--- src/hdl/nice_pkg.sv ---
// shared types and constants for the instruction cycle estimator
`timescale 1ns / 1ps
`default_nettype none
package nice_pkg;

  typedef enum logic [2:0] {
    REQ_DMA_LOAD  = 3'd0,
    REQ_DMA_STORE = 3'd1,
    REQ_MATMUL    = 3'd2,
    REQ_ELTWISE   = 3'd3,
    REQ_ACT       = 3'd4,
    REQ_REDUCE    = 3'd5,
    REQ_SYNC      = 3'd6,
    REQ_OTHER     = 3'd7
  } req_e;

  typedef enum logic [2:0] {
    ST_IDLE,
    ST_ROW,
    ST_DIV,
    ST_POST,
    ST_OUT
  } state_e;

  // register indexes
  localparam logic [2:0] REG_ELEM  = 3'd0;
  localparam logic [2:0] REG_BURST = 3'd1;
  localparam logic [2:0] REG_DBW   = 3'd2;
  localparam logic [2:0] REG_DOVH  = 3'd3;
  localparam logic [2:0] REG_MACS  = 3'd4;
  localparam logic [2:0] REG_SIMD  = 3'd5;
  localparam logic [2:0] REG_SFU   = 3'd6;
  localparam logic [2:0] REG_ARGM  = 3'd7;

  // controller to datapath
  typedef struct packed {
    logic load;      // capture the item and set up operands
    logic row_step;  // one step of a dma row: divide or accumulate
    logic div_start; // launch the divider
    logic div_step;  // one restoring step
    logic post;      // finish: add overheads / multiply
  } cmd_t;

  // datapath to controller
  typedef struct packed {
    logic is_dma;
    logic rows_done;
    logic div_done;
  } sts_t;

endpackage
`default_nettype wire

--- src/hdl/nice_regs.sv ---
// configuration register file behind the apb-style port
`timescale 1ns / 1ps
`default_nettype none
module nice_regs (
  input  wire logic        clk_i,
  input  wire logic        rst_ni,
  input  wire logic        psel,
  input  wire logic        penable,
  input  wire logic        pwrite,
  input  wire logic [4:0]  paddr,
  input  wire logic [31:0] pwdata,
  output logic [31:0]      prdata,
  output logic             pready,
  output logic [3:0]       element_bytes_o,
  output logic [12:0]      burst_bytes_o,
  output logic [10:0]      dma_bytes_per_cycle_o,
  output logic [15:0]      dma_overhead_o,
  output logic [15:0]      macs_per_cycle_o,
  output logic [10:0]      simd_lanes_o,
  output logic [10:0]      sfu_lanes_o,
  output logic [10:0]      argmax_lanes_o
);
  import nice_pkg::*;

  logic [2:0] idx;
  logic       wr;

  assign idx    = paddr[4:2];
  assign wr     = psel && penable && pwrite;
  assign pready = 1'b1;

  always_ff @(posedge clk_i or negedge rst_ni) begin
    if (!rst_ni) begin
      element_bytes_o       <= 4'd2;
      burst_bytes_o         <= 13'd64;
      dma_bytes_per_cycle_o <= 11'd32;
      dma_overhead_o        <= 16'd32;
      macs_per_cycle_o      <= 16'd256;
      simd_lanes_o          <= 11'd16;
      sfu_lanes_o           <= 11'd4;
      argmax_lanes_o        <= 11'd8;
    end else if (wr) begin
      case (idx)
        REG_ELEM:  element_bytes_o       <= pwdata[3:0];
        REG_BURST: burst_bytes_o         <= pwdata[12:0];
        REG_DBW:   dma_bytes_per_cycle_o <= pwdata[10:0];
        REG_DOVH:  dma_overhead_o        <= pwdata[15:0];
        REG_MACS:  macs_per_cycle_o      <= pwdata[15:0];
        REG_SIMD:  simd_lanes_o          <= pwdata[10:0];
        REG_SFU:   sfu_lanes_o           <= pwdata[10:0];
        REG_ARGM:  argmax_lanes_o        <= pwdata[10:0];
        default: ;
      endcase
    end
  end

  always_comb begin
    case (idx)
      REG_ELEM:  prdata = {28'd0, element_bytes_o};
      REG_BURST: prdata = {19'd0, burst_bytes_o};
      REG_DBW:   prdata = {21'd0, dma_bytes_per_cycle_o};
      REG_DOVH:  prdata = {16'd0, dma_overhead_o};
      REG_MACS:  prdata = {16'd0, macs_per_cycle_o};
      REG_SIMD:  prdata = {21'd0, simd_lanes_o};
      REG_SFU:   prdata = {21'd0, sfu_lanes_o};
      REG_ARGM:  prdata = {21'd0, argmax_lanes_o};
      default:   prdata = 32'd0;
    endcase
  end

endmodule
`default_nettype wire

--- config.mk ---
export PLATFORM = sky130hd
export DESIGN_NAME = nice_regs
export DESIGN_NICKNAME = d
export VERILOG_FILES = /design/src/hdl/nice_pkg.sv /design/src/hdl/nice_regs.sv
export SDC_FILE = /design/constraint.sdc
export NUM_CORES = 1
export LEC_CHECK = 0
export BUFFER_PORTS_ARGS = -buffer_cell sky130_fd_sc_hd__clkbuf_2
export CAP_MARGIN = 10
export CORE_ASPECT_RATIO = 1.4
export CORE_MARGIN = 5
export CORE_UTILIZATION = 44
export CTS_CLUSTER_SIZE = 16
export DETAILED_ROUTE_END_ITERATION = 12
export HOLD_SLACK_MARGIN = 0.02
export PLACE_DENSITY = 0.78
export SLEW_MARGIN = 20
export SYNTH_ARGS = -nofsm -noshare
export SYNTH_HDL_FRONTEND = slang
export SYNTH_SLANG_ARGS = --single-unit
--- constraint.sdc ---
create_clock -name clk_i -period 1.35 [get_ports clk_i]
set_clock_uncertainty 0.2 [all_clocks]
set_input_delay 0.135 -clock clk_i [delete_from_list [all_inputs] [get_ports clk_i]]
set_output_delay 0.135 -clock clk_i [all_outputs]
set_load 0.01 [all_outputs]
==> run_results.csv, run 1 <==
group,metric,value,unit
drt,dr_total_vias,3650,
critical_path,path_cells,"mux4_2 -> nor2_1 -> nor2_1 -> clkbuf_2",
die,die_w,94.83,um
layout,syn_to_final_growth,55.21,%
die,boundaryPins,168,
layout,num_antenna_cells,0,
layout,drive_gt1_share,68.58,%
place,portBuffers,132,
grt,grt.overflow.total,0,
sta,finalCritPeriodShare,138.2,%
critical_path,slowest_stage,"mux4_2",
critical_path,crit_required,1.01,ns
drt,remaining_drc_errors,0,
yosys,async_reset_ff_share,100.0,%
yosys,ys_warn_count,0,
clocking,cts.clk_slew.worst_paths,0.07,ns
grt,grt_max_degree,50,
yosys,synth_edf_count,0,
sta,fmax,536.1,MHz
power_and_ir_drop,power_density,1424,nW/um2
sta,rsz0062_at_grt,"true",
sta,drv_slew,0,
grt,grt_util_met2,39.45,%
sta,setup_viol,23,
clocking,cts-htree-levels,3,
die,initial_utilization,44.78,%
place,dpl.hpwl,10.05,mm
critical_path,arrival,1.53,ns
die,die-height,128.8,um
yosys,synth_cells,323,
clocking,cts.sinks,93,
yosys,synth_largest_area_cell,"dfrtp_1",
grt,antenna_found_initial,0,
layout,nets,594,
die,core-area,9899,um2
drt,routed_wl,14.24,mm
grt,top_usage_layer,"met2",
yosys,ys_seq_area_share,52.72,%
sta,hold_ws,-0.006091,ns
yosys,netlist_area,4433,um2
die,num_rows,43,
yosys,synth_flop_cell,"dfrtp_1",
yosys,synth_top_area_share,47.98,%
outcome,violations,"negative hold slack, negative setup slack",
yosys,synth_area_leaders,"dfrtp_1 (48%), mux2_2 (27%), dfstp_2 (4.7%)",
drt,ant_nets,0,
power_and_ir_drop,total_power,9.797,mW
drt,drtPass1Iterations,6,
hold_path,hp-class,"primary input to async pin",
clocking,cts_buffers,9,
sta,finalHoldViolations,13,
clocking,cts_tree,"done",
drt,viasPerCell,5.275,
power_and_ir_drop,ir_drop,0.9017,mV
clocking,clkLatencyLatePin,0.35,ns
drt,avgRoutedWirePerCell,20.58,um
drt,drt-initial-drc-count,171,
grt,grtUsageMet1,28.00,%
yosys,synth_cell_types,28,
critical_path,end_kind,"output port",
die,die_area,12210,um2
critical_path,r2r_start,"argmax_lanes_o[10]",
critical_path,path_buf_inv,1,
power_and_ir_drop,p_leak,3.403,nW
yosys,syn_avg_cell_area,13.72,um2
grt,grt_pass1_wl,21.32,mm
clocking,clock_path_buffers,2,
critical_path,critPathKind,"flip-flop to output port",
job,maxCapViolCount,0,
critical_path,crit_top_cell,"nor2_1",
critical_path,setup.worst_path.start,"argmax_lanes_o[10]",
clocking,clockRootBuffer,"clkbuf_16",
grt,met3_usage,4.269,%
grt,grt_pass1_vias,3886,
place,gp_congestion,0.8633,
sta,timing.final.ws_setup,-0.5154,ns
critical_path,crit_family,"multiplexers",
grt,grt_util_all_layers,23.15,%
outcome,status,"complete, but fails checks",
critical_path,slowest_delay,0.49,ns
yosys,synth-seq-cells,93,
sta,period_needed,1.865,ns
critical_path,path_max_fanout,2,
critical_path,crit_path_start_kind,"flip-flop",
-- cells by family after synthesis --
group	synth area share, %
buffers and inverters	5.955
other	0.1694
flip-flops	52.72
AO/OA/AOI/OAI	6.633
multiplexers	30.60
AND/OR/NAND/NOR	3.923
-- routing by layer --
layer	vias to the layer above	part of all wire [%]
met2	141	53
met5	-	0
met3	37	5.3
met1	1866	38
met4	0	3.3
li1	1606	-
-- repair_timing --
action | 4_1_cts | 5_1_grt
setup buffers | 6 | 14
endpoints found under the hold margin | 182 | 0
hold buffers | 17 | 0
gates resized for setup | 21 | 83
pin swaps | 5 | 2
endpoints found under the setup margin | 26 | 49
-- worst paths after layout --
| check | endpoint | slack [ns] | cells past startpoint |
|---|---|---|---|
| worst min-delay path | macs_per_cycle_o[2] | -0.006 | 2 |
| worst max register to register | argmax_lanes_o[10] | 0.17 | 2 |
| min in group clk_i | dma_overhead_o[14] | 0.30 | 5 |
| worst max-delay path | prdata[10] | -0.52 | 4 |
| worst min register to register | simd_lanes_o[7] | 0.33 | 1 |
| max in group asynchronous | macs_per_cycle_o[8] | 0.36 | 3 |
-- power breakdown --
group,switching [mW],internal [mW]
combinational,1.35,1.87
sequential,0.450,3.37
clock,1.09,1.67
total,2.89,6.91
-- metrics by stage --
stage / setup WS, ns / cell area, um2 / instances / TNS [ns] / util, %
2_1_floorplan: -0.1135 / 4736 / 338 / -3.484 / -
3_3_place_gp: -0.3263 / 5997 / 653 / -25.46 / 60.58
3_5_place_dp: -0.3490 / 5997 / 653 / -26.93 / 60.58
4_1_cts: -0.4854 / 6640 / 691 / -5.587 / 67.08
5_1_grt: -0.5640 / 6880 / 692 / -6.660 / 69.50
6_report: -0.5154 / 6880 / 692 / -5.649 / 69.50
-- cell type report --
type | instances | area, um2
Sequential cell | 93 | 2337
Tap cell | 135 | 168.9
Clock inverter | 6 | 86.33
Fill cell | 699 | 3019
Multi-Input combinational cell | 202 | 2147
Clock buffer | 10 | 239.0
Inverter | 6 | 22.52
Timing Repair Buffer | 240 | 1879
-- synth_stat cells, types with 3 or more instances --
library cell,number
mux2_2,106
dfrtp_1,85
o22a_1,4
inv_1,6
nor2_1,7
o22ai_1,4
dfstp_2,8
o221ai_1,6
nor2b_1,5
buf_4,20
mux2i_1,14
buf_2,10
a32o_1,3
clkbuf_1,5
nand2_1,7
a221oi_1,5
a22oi_1,12
-- flip-flops by register name, summed over array words and instances, names as in the netlist --
register and cells:
dma_bytes_per_cycle_o 11, sfu_lanes_o 11, element_bytes_o 4, burst_bytes_o 13
argmax_lanes_o 11, simd_lanes_o 11, macs_per_cycle_o 16, dma_overhead_o 16
-- placed cells by master (no fill, tap or decap), types with 7 or more instances in the layout --
cell / n
dfrtp_1: 85
buf_6: 45
clkbuf_16: 9
buf_4: 66
clkbuf_2: 94
conb_1: 17
mux2_2: 75
mux2_4: 31
mux2i_1: 14
dlygate4sd3_1: 17
dfstp_2: 8
buf_12: 7
Note: power is estimated with default switching activity, not from simulation.
==> run 2: changes to the inputs <==
ABC_AREA = 1   (was default)
CORE_UTILIZATION = 45   (was 44)
PLACE_DENSITY = 0.79   (was 0.78)
==> run 2 against run 1 <==
Compared with the run above:
- the run ends with negative setup slack left
- setup slack improved by 0.17 ns
- clock power decreased by 5%
- die area is 1.2% higher
- total power down 5.2%
- cell count increased by 29%
- hold slack better by 0.016 ns
- first-iteration DRC count grew to 3.4 times the previous value
- routed wire length rose by 6.5%
- critical path depth increased by 1
- sequential power about the same
- cell area decreased by 3.7%
- register-to-register slack better by 0.05 ns
- largest cell class unchanged
- highest routed layer unchanged
==> run_results.csv, run 2 <==
group,metric,value,unit
drt,routed_wl,15.18,mm
job,maxCapViolCount,0,
place,dp.cells,827,
yosys,synth-seq-cells,93,
layout,finalNonFillerCells,893,
critical_path,arrival,1.36,ns
critical_path,r2r_start,"macs_per_cycle_o[8]",
layout,fillers,715,
clocking,cts-htree-levels,3,
layout,multi_input_area,1844,um2
sta,finalHoldViolations,0,
power_and_ir_drop,total_power,9.290,mW
yosys,synth_flop_cell,"dfrtp_1",
layout,reg_top3,"dma_overhead_o: 16 flops, macs_per_cycle_o: 16 flops, burst_bytes_o: 13 flops",
critical_path,end_kind,"output port",
power_and_ir_drop,power_density,1401,nW/um2
die,initial_utilization,46.16,%
clocking,cts.clk_slew.worst_paths,0.06,ns
critical_path,r2r-end,"macs_per_cycle_o[8]",
grt,grtUsageMet1,29.00,%
yosys,synth_compound_gate_area_share,13.59,%
critical_path,critPathKind,"flip-flop to output port",
yosys,synthXorXnorAreaFrac,0,%
yosys,synth_area_leaders,"dfrtp_1 (46%), nand2_1 (12%), o21ai_0 (7.5%)",
power_and_ir_drop,ir_drop,0.8180,mV
yosys,synth_largest_area_cell,"dfrtp_1",
die,boundaryPins,168,
sta,rsz0062_at_grt,"true",
sta,timing.final.ws_setup,-0.3418,ns
die,die_area,12360,um2
layout,num_antenna_cells,0,
clocking,clock_path_buffers,2,
clocking,clockRootBuffer,"clkbuf_16",
die,num_rows,43,
clocking,cts.sinks,93,
grt,met3_usage,5.517,%
sta,period_needed,1.692,ns
place,dp_slack,-0.1991,ns
clocking,clkLatencyLatePin,0.33,ns
yosys,synth_cell_types,28,
sta,tns,-3.386,ns
layout,drive_gt1_share,38.52,%
yosys,synth.area.mux_share,0,%
die,die_w,95.40,um
grt,top_usage_layer,"met2",
yosys,yosys.area_share.simple,24.70,%
outcome,status,"complete, but fails checks",
drt,viasPerCell,5.291,
layout,final_cell_mix,"nand2_1 (147), clkbuf_2 (96), dfrtp_1 (85)",
drt,drtPass1Iterations,6,
layout,nets,795,
drt,avgRoutedWirePerCell,16.99,um
yosys,async_reset_ff_share,100.0,%
grt,grt_pass1_wl,22.98,mm
yosys,ys_seq_area_share,50.87,%
yosys,syn_avg_cell_area,8.461,um2
critical_path,crit_path_start_kind,"flip-flop",
yosys,synth_top_area_share,46.30,%
drt,dr_total_vias,4725,
place,gp_congestion,0.9420,
die,core-area,9953,um2
grt,grt_max_degree,35,
layout,fin_util,66.60,%
clocking,cts_buffers,9,
layout,final_common_cell,"nand2_1",
critical_path,crit_required,1.01,ns
yosys,synth_cells,543,
grt,antenna_found_initial,0,
yosys,synthAdderAreaFrac,0,%
grt,grt_util_met2,41.07,%
drt,remaining_drc_errors,0,
clocking,cts_tree,"done",
grt,grt_pass1_vias,4494,
sta,drv_slew,0,
outcome,violations,"negative setup slack",
yosys,yosysMostFrequentCell,"nand2_1",
layout,syn_to_final_growth,44.28,%
place,portBuffers,132,
drt,ant_nets,0,
power_and_ir_drop,p_leak,3.488,nW
place,dpl.hpwl,10.49,mm
hold_path,hp-class,"primary input to async pin",
die,die-height,129.6,um
grt,grt_util_all_layers,24.18,%
yosys,synth_edf_count,0,
drt,drt-initial-drc-count,579,
yosys,synth_top_family_by_area,"simple AND/OR/NAND/NOR gates",
sta,setup_viol,20,
grt,grt.overflow.total,0,
critical_path,path_max_fanout,2,
yosys,ys_warn_count,0,
sta,fmax,591.1,MHz
layout,seqCellArea,2337,um2
critical_path,rrSetupSlack,0.22,ns
sta,finalCritPeriodShare,125.3,%
yosys,synth_common_cells,"nand2_1 (147), dfrtp_1 (85), o21ai_0 (69)",
yosys,netlist_area,4594,um2
critical_path,r2r_cells,4,
==> run 2: changes by cell type after synthesis, moves of 6 or more <==
cell	delta
nand3_1	+15
a22oi_1	-12
mux2i_1	-14
nand4_1	+35
o221ai_1	-6
nand2_1	+140
inv_1	+34
o21ai_0	+69
mux2_2	-106
o21ai_2	+25
nor2_1	+33
o21ai_1	+7
==> run 2: per-stage QoR <==
stage / hold slack (ns) / area (um2)
6_report: 0.009819 / 6629
5_1_grt: 0.02695 / 6629
4_1_cts: 0.01598 / 6394
3_5_place_dp: -0.1760 / 5684
3_3_place_gp: -0.1782 / 5684
2_1_floorplan: -0.3606 / 4651
==> run 2: how the worst max path moves through the flow <==
stage | startpoint | slack, ns | end
CTS | dma_overhead_o[5] | -0.32 | prdata[5]
global placement | paddr[2] | -0.16 | prdata[4]
detailed placement | paddr[2] | -0.20 | prdata[4]
global route | dma_overhead_o[5] | -0.36 | prdata[5]
finish | argmax_lanes_o[7] | -0.34 | prdata[7]
floorplan | paddr[2] | 0.07 | dma_overhead_o[11]
==> run 2: critical path: stages (launching register included) <==
cell and delay (ns):
dfrtp_1 0.40, nand4_1 0.11, o21ai_1 0.07, nor2_1 0.19, nand2_1 0.11, clkbuf_2 0.14
==> run 2: cells by family (layout without fill, tap and decap cells) <==
kind of cell	after synthesis	after routing
simple gates	250	250
flops	93	93
buf+inv	92	292
compound gates	106	106
other cells	2	17
==> run 2: power by group <==
group	total (mW)	internal [mW]	switching [mW]
Clock	2.62	1.61	1.00
Sequential	3.84	3.38	0.459
Combinational	2.84	1.33	1.51
Total	9.29	6.32	2.97
==> run 2: what timing repair did <==
item,CTS,global route
endpoints found under the hold margin,145,0
gates resized for setup,23,74
endpoints found under the setup margin,21,38
gates cloned,0,0
setup buffers,24,20
pin swaps,23,18
hold buffers,17,0
==> run 2: layer usage <==
layer | vias to the layer above | share of wire [%]
met5 | - | 0
met4 | 0 | 3.7
met2 | 303 | 50
met3 | 62 | 9.4
met1 | 2196 | 37
li1 | 2164 | -
==> run 2: area by class of cell <==
class / count / share of cell area, %
clock inverter: 5 / 1.133
clock buffer: 11 / 3.511
sequential: 93 / 35.26
inverter: 45 / 2.661
multi-input combinational: 373 / 27.82
timing repair buffer: 231 / 27.07
tap: 135 / 2.548
