[config.mk]
export PLATFORM = sky130hd
export DESIGN_NAME = nice_ctrl
export DESIGN_NICKNAME = d
export VERILOG_FILES = /design/src/hdl/nice_pkg.sv /design/src/hdl/nice_ctrl.sv
export SDC_FILE = /design/constraint.sdc
export NUM_CORES = 1
export LEC_CHECK = 0
export ABC_AREA = 1
export BUFFER_PORTS_ARGS = -buffer_cell sky130_fd_sc_hd__buf_2
export CAP_MARGIN = 30
export CELL_PAD_IN_SITES_DETAIL_PLACEMENT = 1
export CELL_PAD_IN_SITES_GLOBAL_PLACEMENT = 2
export CORE_MARGIN = 5
export CORE_UTILIZATION = 20
export DETAILED_ROUTE_END_ITERATION = 10
export GPL_TIMING_DRIVEN = 1
export PLACE_DENSITY = 0.68
export SLEW_MARGIN = 40
export SYNTH_ARGS = -nofsm -noshare
export SYNTH_HDL_FRONTEND = slang
export SYNTH_SLANG_ARGS = --single-unit
[constraint.sdc]
create_clock -name clk_i -period 1.26 [get_ports clk_i]
set_clock_uncertainty 0.1 [all_clocks]
set_input_delay 0.252 -clock clk_i [delete_from_list [all_inputs] [get_ports clk_i]]
set_output_delay 0.252 -clock clk_i [all_outputs]
set_load 0.1 [all_outputs]
[src/hdl/nice_pkg.sv]
// shared types and constants for the instruction cycle estimator
`timescale 1ns / 1ps
`default_nettype none
package nice_pkg;

  typedef enum logic [2:0] {
    REQ_DMA_LOAD  = 3'd0,
    REQ_DMA_STORE = 3'd1,
    REQ_MATMUL    = 3'd2,
    REQ_ELTWISE   = 3'd3,
    REQ_ACT       = 3'd4,
    REQ_REDUCE    = 3'd5,
    REQ_SYNC      = 3'd6,
    REQ_OTHER     = 3'd7
  } req_e;

  typedef enum logic [2:0] {
    ST_IDLE,
    ST_ROW,
    ST_DIV,
    ST_POST,
    ST_OUT
  } state_e;

  // register indexes
  localparam logic [2:0] REG_ELEM  = 3'd0;
  localparam logic [2:0] REG_BURST = 3'd1;
  localparam logic [2:0] REG_DBW   = 3'd2;
  localparam logic [2:0] REG_DOVH  = 3'd3;
  localparam logic [2:0] REG_MACS  = 3'd4;
  localparam logic [2:0] REG_SIMD  = 3'd5;
  localparam logic [2:0] REG_SFU   = 3'd6;
  localparam logic [2:0] REG_ARGM  = 3'd7;

  // controller to datapath
  typedef struct packed {
    logic load;      // capture the item and set up operands
    logic row_step;  // one step of a dma row: divide or accumulate
    logic div_start; // launch the divider
    logic div_step;  // one restoring step
    logic post;      // finish: add overheads / multiply
  } cmd_t;

  // datapath to controller
  typedef struct packed {
    logic is_dma;
    logic rows_done;
    logic div_done;
  } sts_t;

endpackage
`default_nettype wire

[src/hdl/nice_ctrl.sv]
// controller: sequences row walk, division and finish for one item
`timescale 1ns / 1ps
`default_nettype none
module nice_ctrl (
  input  wire logic           clk_i,
  input  wire logic           rst_ni,
  input  wire logic           in_valid_i,
  output logic                in_ready_o,
  output logic                out_valid_o,
  input  wire logic           out_ready_i,
  input  wire nice_pkg::sts_t sts_i,
  output nice_pkg::cmd_t      cmd_o
);
  import nice_pkg::*;

  state_e state_q, state_d;
  logic   first_q, first_d;

  always_ff @(posedge clk_i or negedge rst_ni) begin
    if (!rst_ni) begin
      state_q <= ST_IDLE;
      first_q <= 1'b0;
    end else begin
      state_q <= state_d;
      first_q <= first_d;
    end
  end

  always_comb begin
    state_d     = state_q;
    first_d     = 1'b0;
    cmd_o       = '0;
    in_ready_o  = 1'b0;
    out_valid_o = 1'b0;
    case (state_q)
      ST_IDLE: begin
        in_ready_o = 1'b1;
        if (in_valid_i) begin
          cmd_o.load = 1'b1;
          state_d    = ST_ROW;
        end
      end
      ST_ROW: begin
        if (!sts_i.is_dma || sts_i.rows_done) begin
          cmd_o.div_start = 1'b1;
          state_d         = ST_DIV;
          first_d         = 1'b1;
        end else begin
          cmd_o.row_step = 1'b1;
        end
      end
      ST_DIV: begin
        if (sts_i.div_done && !first_q) begin
          state_d = ST_POST;
        end else begin
          cmd_o.div_step = 1'b1;
        end
      end
      ST_POST: begin
        cmd_o.post = 1'b1;
        state_d    = ST_OUT;
      end
      ST_OUT: begin
        out_valid_o = 1'b1;
        in_ready_o  = out_ready_i;
        if (out_ready_i) begin
          if (in_valid_i) begin
            cmd_o.load = 1'b1;
            state_d    = ST_ROW;
          end else begin
            state_d = ST_IDLE;
          end
        end
      end
      default: state_d = ST_IDLE;
    endcase
  end

`ifndef SYNTHESIS
  a_out_only_in_out: assert property (@(posedge clk_i) disable iff (!rst_ni)
    out_valid_o |-> state_q == ST_OUT)
    else $error("result shown outside output state");
  a_post_then_out: assert property (@(posedge clk_i) disable iff (!rst_ni)
    cmd_o.post |=> out_valid_o)
    else $error("finish not followed by result");
  a_one_cmd: assert property (@(posedge clk_i) disable iff (!rst_ni)
    $onehot0({cmd_o.row_step, cmd_o.div_start, cmd_o.div_step, cmd_o.post}))
    else $error("conflicting datapath commands");
`endif

endmodule
`default_nettype wire

==> results.yml, run 1 <==
clock_tree:
  clk_pin_slew_ps: 40
  cts_root_buf: "clkbuf_4"
  tritoncts: "built"
  cts_sinks: 4
  insertion_delay_ps: 240
  cts_buffer_depth: 2
  htree_levels: 1
  cts_buffers: 3
outcome:
  failed_checks: "negative setup slack"
  outcome: "complete, but fails checks"
cells_and_area:
  nNetsFinal: 83
  fillers: 167
  area_growth_pct: 146
  antennaDiodeCount: 0
  drive_gt1_share_pct: 70.7
routing:
  highest_layer: "met4"
  wl_met1_um: 323
  drtIter0Drc: 3
  dr.pass1.iters: 3
  wl_per_cell_um: 10.0
  drc: 0
  ant_nets: 0
  via_per_inst: 4.19
  wl_um: 901
  route.met3.wl_um: 53
  wl_met2_um: 507
  vias: 377
yosys:
  synth_seq_cells: 4
  synth_seq_area_share_pct: 34.3
  synth_compound_area_share_pct: 2.58
  synth_top_area_share_pct: 34.3
  synth_top_family_by_area: "simple AND/OR/NAND/NOR gates"
  synth_area_leaders: "dfrtp_1 (34%), nand2_1 (15%), inv_1 (13%)"
  synth_adder_area_share_pct: 0
  ys.flop_type: "dfrtp_1"
  ys.warnings.count: 0
  synthTopCellsByCount: "nand2_1 (12), inv_1 (10), dfrtp_1 (4)"
  synth_xor_area_share_pct: 0
  syn_area_um2: 292
  synth_edf_count: 0
  yosysTopAreaCell: "dfrtp_1"
  yosysMostFrequentCell: "nand2_1"
  syn-num-nets: 51
  yosysUniqueCellTypes: 15
  async_reset_ff_share_pct: 100
  synth_mux_area_share_pct: 0
  synthSimpleGateAreaFrac_pct: 43.8
  netlist_instances: 44
  synth.avg_cell_area_um2: 6.63
global_routing:
  grt.overflow.total: 0
  antenna_found_initial: 0
  grt_use_total_pct: 10.1
  grt_max_degree: 6
  grt_pass1_wl_um: 1530
  grt_pass1_vias: 397
setup_path:
  crit_fanout: 5
  worst_ep_arrival_time_ps: 1260
  endpoint_kind: "output pin"
  rrSetupSlack_ps: -180
  critical_path_class: "reg2out"
  r2r_cells: 8
  startpoint_type: "flip-flop"
  regToRegEndpoint: "state_q[1]"
  reg2reg_from: "state_q[2]"
  crit_required_ps: 910
  cp-startpoint: "state_q[2]"
min_path:
  min_path_type: "in2reg"
  hold_depth: 3
  whs_endpoint: "state_q[2]"
  worstHoldStart: "out_ready_i"
timing:
  hold_viol_final: 0
  setup_viol: 9
  finalCritPeriodShare_pct: 128
  post-route-min-period_ps: 1610
  worst_pin_slew_ps: 209
  fmax_mhz: 621
  rsz0062_at_grt: "yes"
  slew_headroom_pct: 86.0
  fin_ws_ps: -351
  timing.final.max_slew_violations: 0
floorplanning:
  die_w_um: 48.2
  fp-row-count: 13
  core_mm2: 0.00133
  initial_utilization_pct: 21.9
  boundaryPins: 14
  dieHeight_um: 48.2
  die_area_mm2: 0.00232
placement:
  place_congestion: 0.659
  hpwl_um: 741
  place_ws_ps: -150
  port_buffers: 13
flow_run:
  drv_cap: 0
final cells by class:
cell class	count	area (um^2)	area share [%]
multi-input combinational	26	200	27.9
tap	15	18.8	2.61
timing repair buffer	28	304	42.3
inverter	13	65.1	9.06
sequential	4	104	14.5
clock buffer	4	26.3	3.66
repair_timing:
item / in CTS / in global routing
buffers inserted: 3 / 5
hold buffers: 1 / 0
resized for setup: 12 / 3
pin swaps: 4 / 3
setup endpoints to repair: 9 / 9
hold endpoints to repair: 4 / 0
worst max-delay path, stage by stage (launching register included):
cell and delay (ps):
dfrtp_2 460, inv_2 110, buf_6 100, nand3_4 80
clkinvlp_4 90, buf_12 160
sequential cells by signal, indices dropped and copies added (netlist names):
signal / flops
state_q: 3
first_q: 1
through the flow:
step	hold WS [ps]	TNS [ps]	utilization (%)	cell area [um^2]	std cells
6_report	197	-2560	53.8	718	90
5_1_grt	214	-3130	53.8	718	90
4_1_cts	187	-2560	51.9	692	87
3_5_place_dp	-35.9	-709	44.1	588	79
3_3_place_gp	-37.1	-586	44.1	588	79
2_1_floorplan	-144	-2010	-	359	44
logic make-up (layout without fill, tap and decap cells):
logic type	Yosys count	count (layout)
AND/OR/NAND/NOR	25	25
AO/OA/AOI/OAI	1	1
buffers and inverters	14	45
flip-flops	4	4
cell usage in the layout (no fill, tap or decap), drive strengths merged:
master and n:
buf 27, nand2 12, inv 9, nor2 6, clkbuf 4, dfrtp 4, clkinvlp 3, nand3 3
nor3 2, nand4 2, clkinv 1, o21bai 1, dlygate4sd3 1
routing by layer:
layer / vias to the layer above / track usage [%]
li1: 194 / -
met1: 170 / 9.56
met2: 11 / 18.0
met3: 2 / 1.48
met4: 0 / 9.68
met5: - / 0
worst max path at each step:
stage,end,slack [ps],depth (start not counted)
2_1_floorplan,cmd_o[4],-500,3
3_3_place_gp,cmd_o[4],-120,4
3_5_place_dp,cmd_o[4],-150,4
4_1_cts,cmd_o[1],-370,4
5_1_grt,cmd_o[1],-420,4
6_report,cmd_o[3],-350,5
Power of run 1 is left out: the tool's default activity adds up to more than one toggle a clock period on the data nets, which glitch-free logic cannot reach.
==> run 2: changes to the inputs <==
--- a/config.mk
+++ b/config.mk
@@ -10,10 +10,10 @@
 export CAP_MARGIN = 30
 export CELL_PAD_IN_SITES_DETAIL_PLACEMENT = 1
 export CELL_PAD_IN_SITES_GLOBAL_PLACEMENT = 2
-export CORE_MARGIN = 5
+export CORE_MARGIN = 2
 export CORE_UTILIZATION = 20
 export DETAILED_ROUTE_END_ITERATION = 10
-export GPL_TIMING_DRIVEN = 1
+export GPL_TIMING_DRIVEN = 0
 export PLACE_DENSITY = 0.68
 export SLEW_MARGIN = 40
 export SYNTH_ARGS = -nofsm -noshare
==> results.yml, run 2 (same netlist as run 1, synthesis figures left out) <==
global_routing:
  grt_pass1_wl_um: 1420
  antenna_found_initial: 0
  grt.overflow.total: 0
  grt_use_total_pct: 10.6
  grt_pass1_vias: 361
  grt_max_degree: 6
timing:
  post-route-min-period_ps: 1640
  slew_headroom_pct: 85.5
  hold_viol_final: 0
  finalCritPeriodShare_pct: 130
  tns_ps: -2790
  worst_pin_slew_ps: 217
  fmax_mhz: 609
  rsz0062_at_grt: "yes"
  setup_viol: 9
  fin_ws_ps: -382
  timing.final.max_slew_violations: 0
clock_tree:
  cts_root_buf: "clkbuf_4"
  tritoncts: "built"
  cts_buffer_depth: 2
  cts_sinks: 4
  insertion_delay_ps: 230
  cts_buffers: 3
  htree_levels: 1
  clk_pin_slew_ps: 40
routing:
  drtIter0Drc: 0
  drc: 0
  vias: 362
  ant_nets: 0
  wl_per_cell_um: 11.0
  wl_um: 955
  via_per_inst: 4.16
  dr.pass1.iters: 1
cells_and_area:
  final_cell_mix: "nand2_1 (10), buf_12 (7), buf_4 (7)"
  drive_gt1_share_pct: 70.8
  final_common_cell: "nand2_1"
  fin_cells: 87
  reg_top3: "state_q (3), first_q (1)"
  regMostFlops: "state_q"
  fin_area_um2: 722
  antennaDiodeCount: 0
  nNetsFinal: 80
  area_growth_pct: 148
  largest_reg_flops: 3
setup_path:
  startpoint_type: "flip-flop"
  endpoint_kind: "output pin"
  crit_required_ps: 910
  critical_path_class: "reg2out"
  worst_ep_arrival_time_ps: 1290
  crit_fanout: 4
min_path:
  min_path_type: "in2reg"
floorplanning:
  die_area_mm2: 0.00178
  fp-row-count: 13
  core_mm2: 0.00133
  boundaryPins: 14
  initial_utilization_pct: 21.9
  dieHeight_um: 42.2
  die_w_um: 42.2
placement:
  postPlaceCellArea_um2: 443
  hpwl_um: 567
  port_buffers: 13
  place_congestion: 0.721
  dpl.cell_count: 72
flow_run:
  drv_cap: 0
outcome:
  outcome: "complete, but fails checks"
  failed_checks: "negative setup slack"
==> run 2: through the flow <==
| step | setup WS (ps) | hold slack [ps] | utilization [%] |
|---|---|---|---|
| finish | -382 | 121 | 54.1 |
| global route | -463 | 108 | 54.1 |
| floorplan | -497 | -144 | - |
| detailed placement | -510 | -38.4 | 33.2 |
| CTS | -381 | 119 | 48.9 |
| global placement | -505 | -41.4 | 33.2 |
==> run 2: metal layers <==
layer / vias to the layer above / track usage, % / share of wire [%]
met5: - / 0 / 0
met1: 168 / 13.3 / 43
met2: 9 / 16.6 / 54
met3: 0 / 1.29 / 3.0
li1: 185 / - / -
met4: 0 / 7.50 / 0
==> run 2: area by class of cell <==
class | instances | area [um^2]
fill | 158 | 612
timing repair buffer | 25 | 278
multi-input combinational | 26 | 228
sequential | 4 | 104
inverter | 13 | 67.6
clock buffer | 4 | 26.3
tap | 15 | 18.8
==> run 2: critical path: stages, from the launching register on <==
cell and delay, ps:
dfrtp_2 450, nor2_4 180, inv_2 80, nor3_4 150, buf_12 200
==> run 2: repair_timing <==
| item | 4_1_cts | 5_1_grt |
|---|---|---|
| hold buffers | 1 | 0 |
| buffers inserted | 6 | 5 |
| endpoints found under the hold margin | 4 | 0 |
| resized for setup | 38 | 8 |
| pin swaps | 7 | 5 |
| endpoints found under the setup margin | 7 | 9 |
==> run 2: final timing paths <==
kind	startpoint	endpoint	slack, ps	depth (start not counted)
min in group asynchronous	rst_ni	state_q[0]	250	2
max in group asynchronous	rst_ni	state_q[1]	680	2
hold / removal	out_ready_i	state_q[2]	120	2
setup / recovery	state_q[1]	cmd_o[4]	-380	4
setup reg to reg	state_q[2]	state_q[0]	-290	10
hold reg to reg	first_q	state_q[1]	660	5
Power of run 2 is left out for the same reason.
==> run 3: changes to the inputs <==
--- a/config.mk
+++ b/config.mk
@@ -6,15 +6,15 @@
 export NUM_CORES = 1
 export LEC_CHECK = 0
 export ABC_AREA = 1
-export BUFFER_PORTS_ARGS = -buffer_cell sky130_fd_sc_hd__buf_2
 export CAP_MARGIN = 30
 export CELL_PAD_IN_SITES_DETAIL_PLACEMENT = 1
 export CELL_PAD_IN_SITES_GLOBAL_PLACEMENT = 2
-export CORE_MARGIN = 2
-export CORE_UTILIZATION = 20
+export CORE_AREA = 2 2 39 41
 export DETAILED_ROUTE_END_ITERATION = 10
+export DIE_AREA = 0 0 41 43
+export DONT_BUFFER_PORTS = 1
 export GPL_TIMING_DRIVEN = 0
-export PLACE_DENSITY = 0.68
+export PLACE_DENSITY = 0.55
 export SLEW_MARGIN = 40
 export SYNTH_ARGS = -nofsm -noshare
 export SYNTH_HDL_FRONTEND = slang
==> results.yml, run 3 (same netlist as run 1, synthesis figures left out) <==
clock_tree:
  cts_root_buf: "clkbuf_4"
  tritoncts: "built"
  insertion_delay_ps: 250
  clk_pin_slew_ps: 50
  cts_buffer_depth: 2
  cts_buffers: 3
  htree_levels: 1
  cts_sinks: 4
placement:
  port_buffers: 0
  place_congestion: 0.715
  place_ws_ps: -312
  hpwl_um: 586
cells_and_area:
  final_common_cell: "nand2_1"
  multi_input_area_um2: 215
  drive_gt1_share_pct: 63.9
  regMostFlops: "state_q"
  fillers: 168
  area_growth_pct: 104
  final_cell_mix: "nand2_1 (10), buf_4 (6), nor2_4 (5), inv_1 (5)"
  largest_reg_flops: 3
  register_area_um2: 104
  nNetsFinal: 69
  antennaDiodeCount: 0
  reg_top3: "state_q (3), first_q (1)"
outcome:
  outcome: "complete, but fails checks"
  failed_checks: "negative setup slack"
floorplanning:
  boundaryPins: 14
  dieHeight_um: 43
  die_w_um: 41
  core_mm2: 0.00138
  die_area_mm2: 0.00176
  initial_utilization_pct: 21.1
  fp-row-count: 14
setup_path:
  endpoint_kind: "output pin"
  crit_fanout: 5
  startpoint_type: "flip-flop"
  slowest_delay_ps: 500
  critical_path_class: "reg2out"
  cp_cell_sequence: "nand2_4, clkinv_4, nor2_4"
  cp.buffers_inverters: 1
  worst_ep_arrival_time_ps: 1380
  critPathTopFamily: "simple AND/OR/NAND/NOR gates"
  crit_slowest_cell: "nor2_4"
  crit_required_ps: 910
timing:
  setup_viol: 9
  fmax_mhz: 577
  timing.final.max_slew_violations: 0
  rsz0062_at_grt: "yes"
  fin_ws_ps: -473
  finalCritPeriodShare_pct: 138
  slew_headroom_pct: 59.4
  worst_pin_slew_ps: 608
  hold_viol_final: 0
  post-route-min-period_ps: 1730
flow_run:
  drv_cap: 0
routing:
  via_per_inst: 4.19
  vias: 323
  drtIter0Drc: 1
  drc: 0
  wl_um: 922
  dr.pass1.iters: 2
  wl_per_cell_um: 12.0
  ant_nets: 0
global_routing:
  antenna_found_initial: 0
  grt_pass1_vias: 360
  grt_max_degree: 6
  grt_pass1_wl_um: 1480
  grt.overflow.total: 0
  grt_use_total_pct: 13.3
min_path:
  min_path_type: "in2reg"
## run 3: layer usage
metal	vias up	global-route usage, %	share of wire [%]
met2	13	20.9	56
met1	145	13.4	36
met3	3	6.28	6.2
met5	-	0	0
met4	0	8.00	1.7
li1	162	-	-
## run 3: cell type report
cell class	instances	area share, %
Tap cell	16	3.37
Inverter	13	11.8
Buffer	1	3.37
Timing Repair Buffer	13	23.4
Clock buffer	4	4.42
Sequential cell	4	17.5
Multi-Input combinational cell	26	36.2
## run 3: worst paths after layout
check,start,to,slack [ps],cells after the start
max,state_q[2],in_ready_o,-470,3
min,sts_i[1],first_q,120,2
max reg2reg,state_q[2],state_q[1],-10,7
min reg2reg,first_q,state_q[1],560,4
max in group asynchronous,rst_ni,state_q[1],670,1
min in group asynchronous,rst_ni,state_q[0],180,1
## run 3: through the flow
step           hold WS (ps)  cells  area, um^2  setup TNS [ps]  utilization (%)
6_report                121     77         594           -3040             42.9
3_5_place_dp           -144     62         409           -1390             29.6
4_1_cts                96.7     76         564           -3220             40.8
2_1_floorplan          -144     44         359           -2010                -
5_1_grt                 115     77         594           -3680             42.9
3_3_place_gp           -143     60         379           -2620             27.4
## run 3: timing repair
item,CTS,global route
hold buffers,2,0
endpoints found under the setup margin,7,9
pin swaps,4,4
setup buffers,8,1
hold endpoints to repair,5,0
resized for setup,13,5
## run 3: worst register-to-register path: stages, from the launching register on
cell     delay [ps]
dfrtp_2         460
inv_2           120
buf_4           120
nand2_1          50
nand2_1          70
nand2_1          80
nand4_1          90
nand2_1          60
Power of run 3 is left out for the same reason.
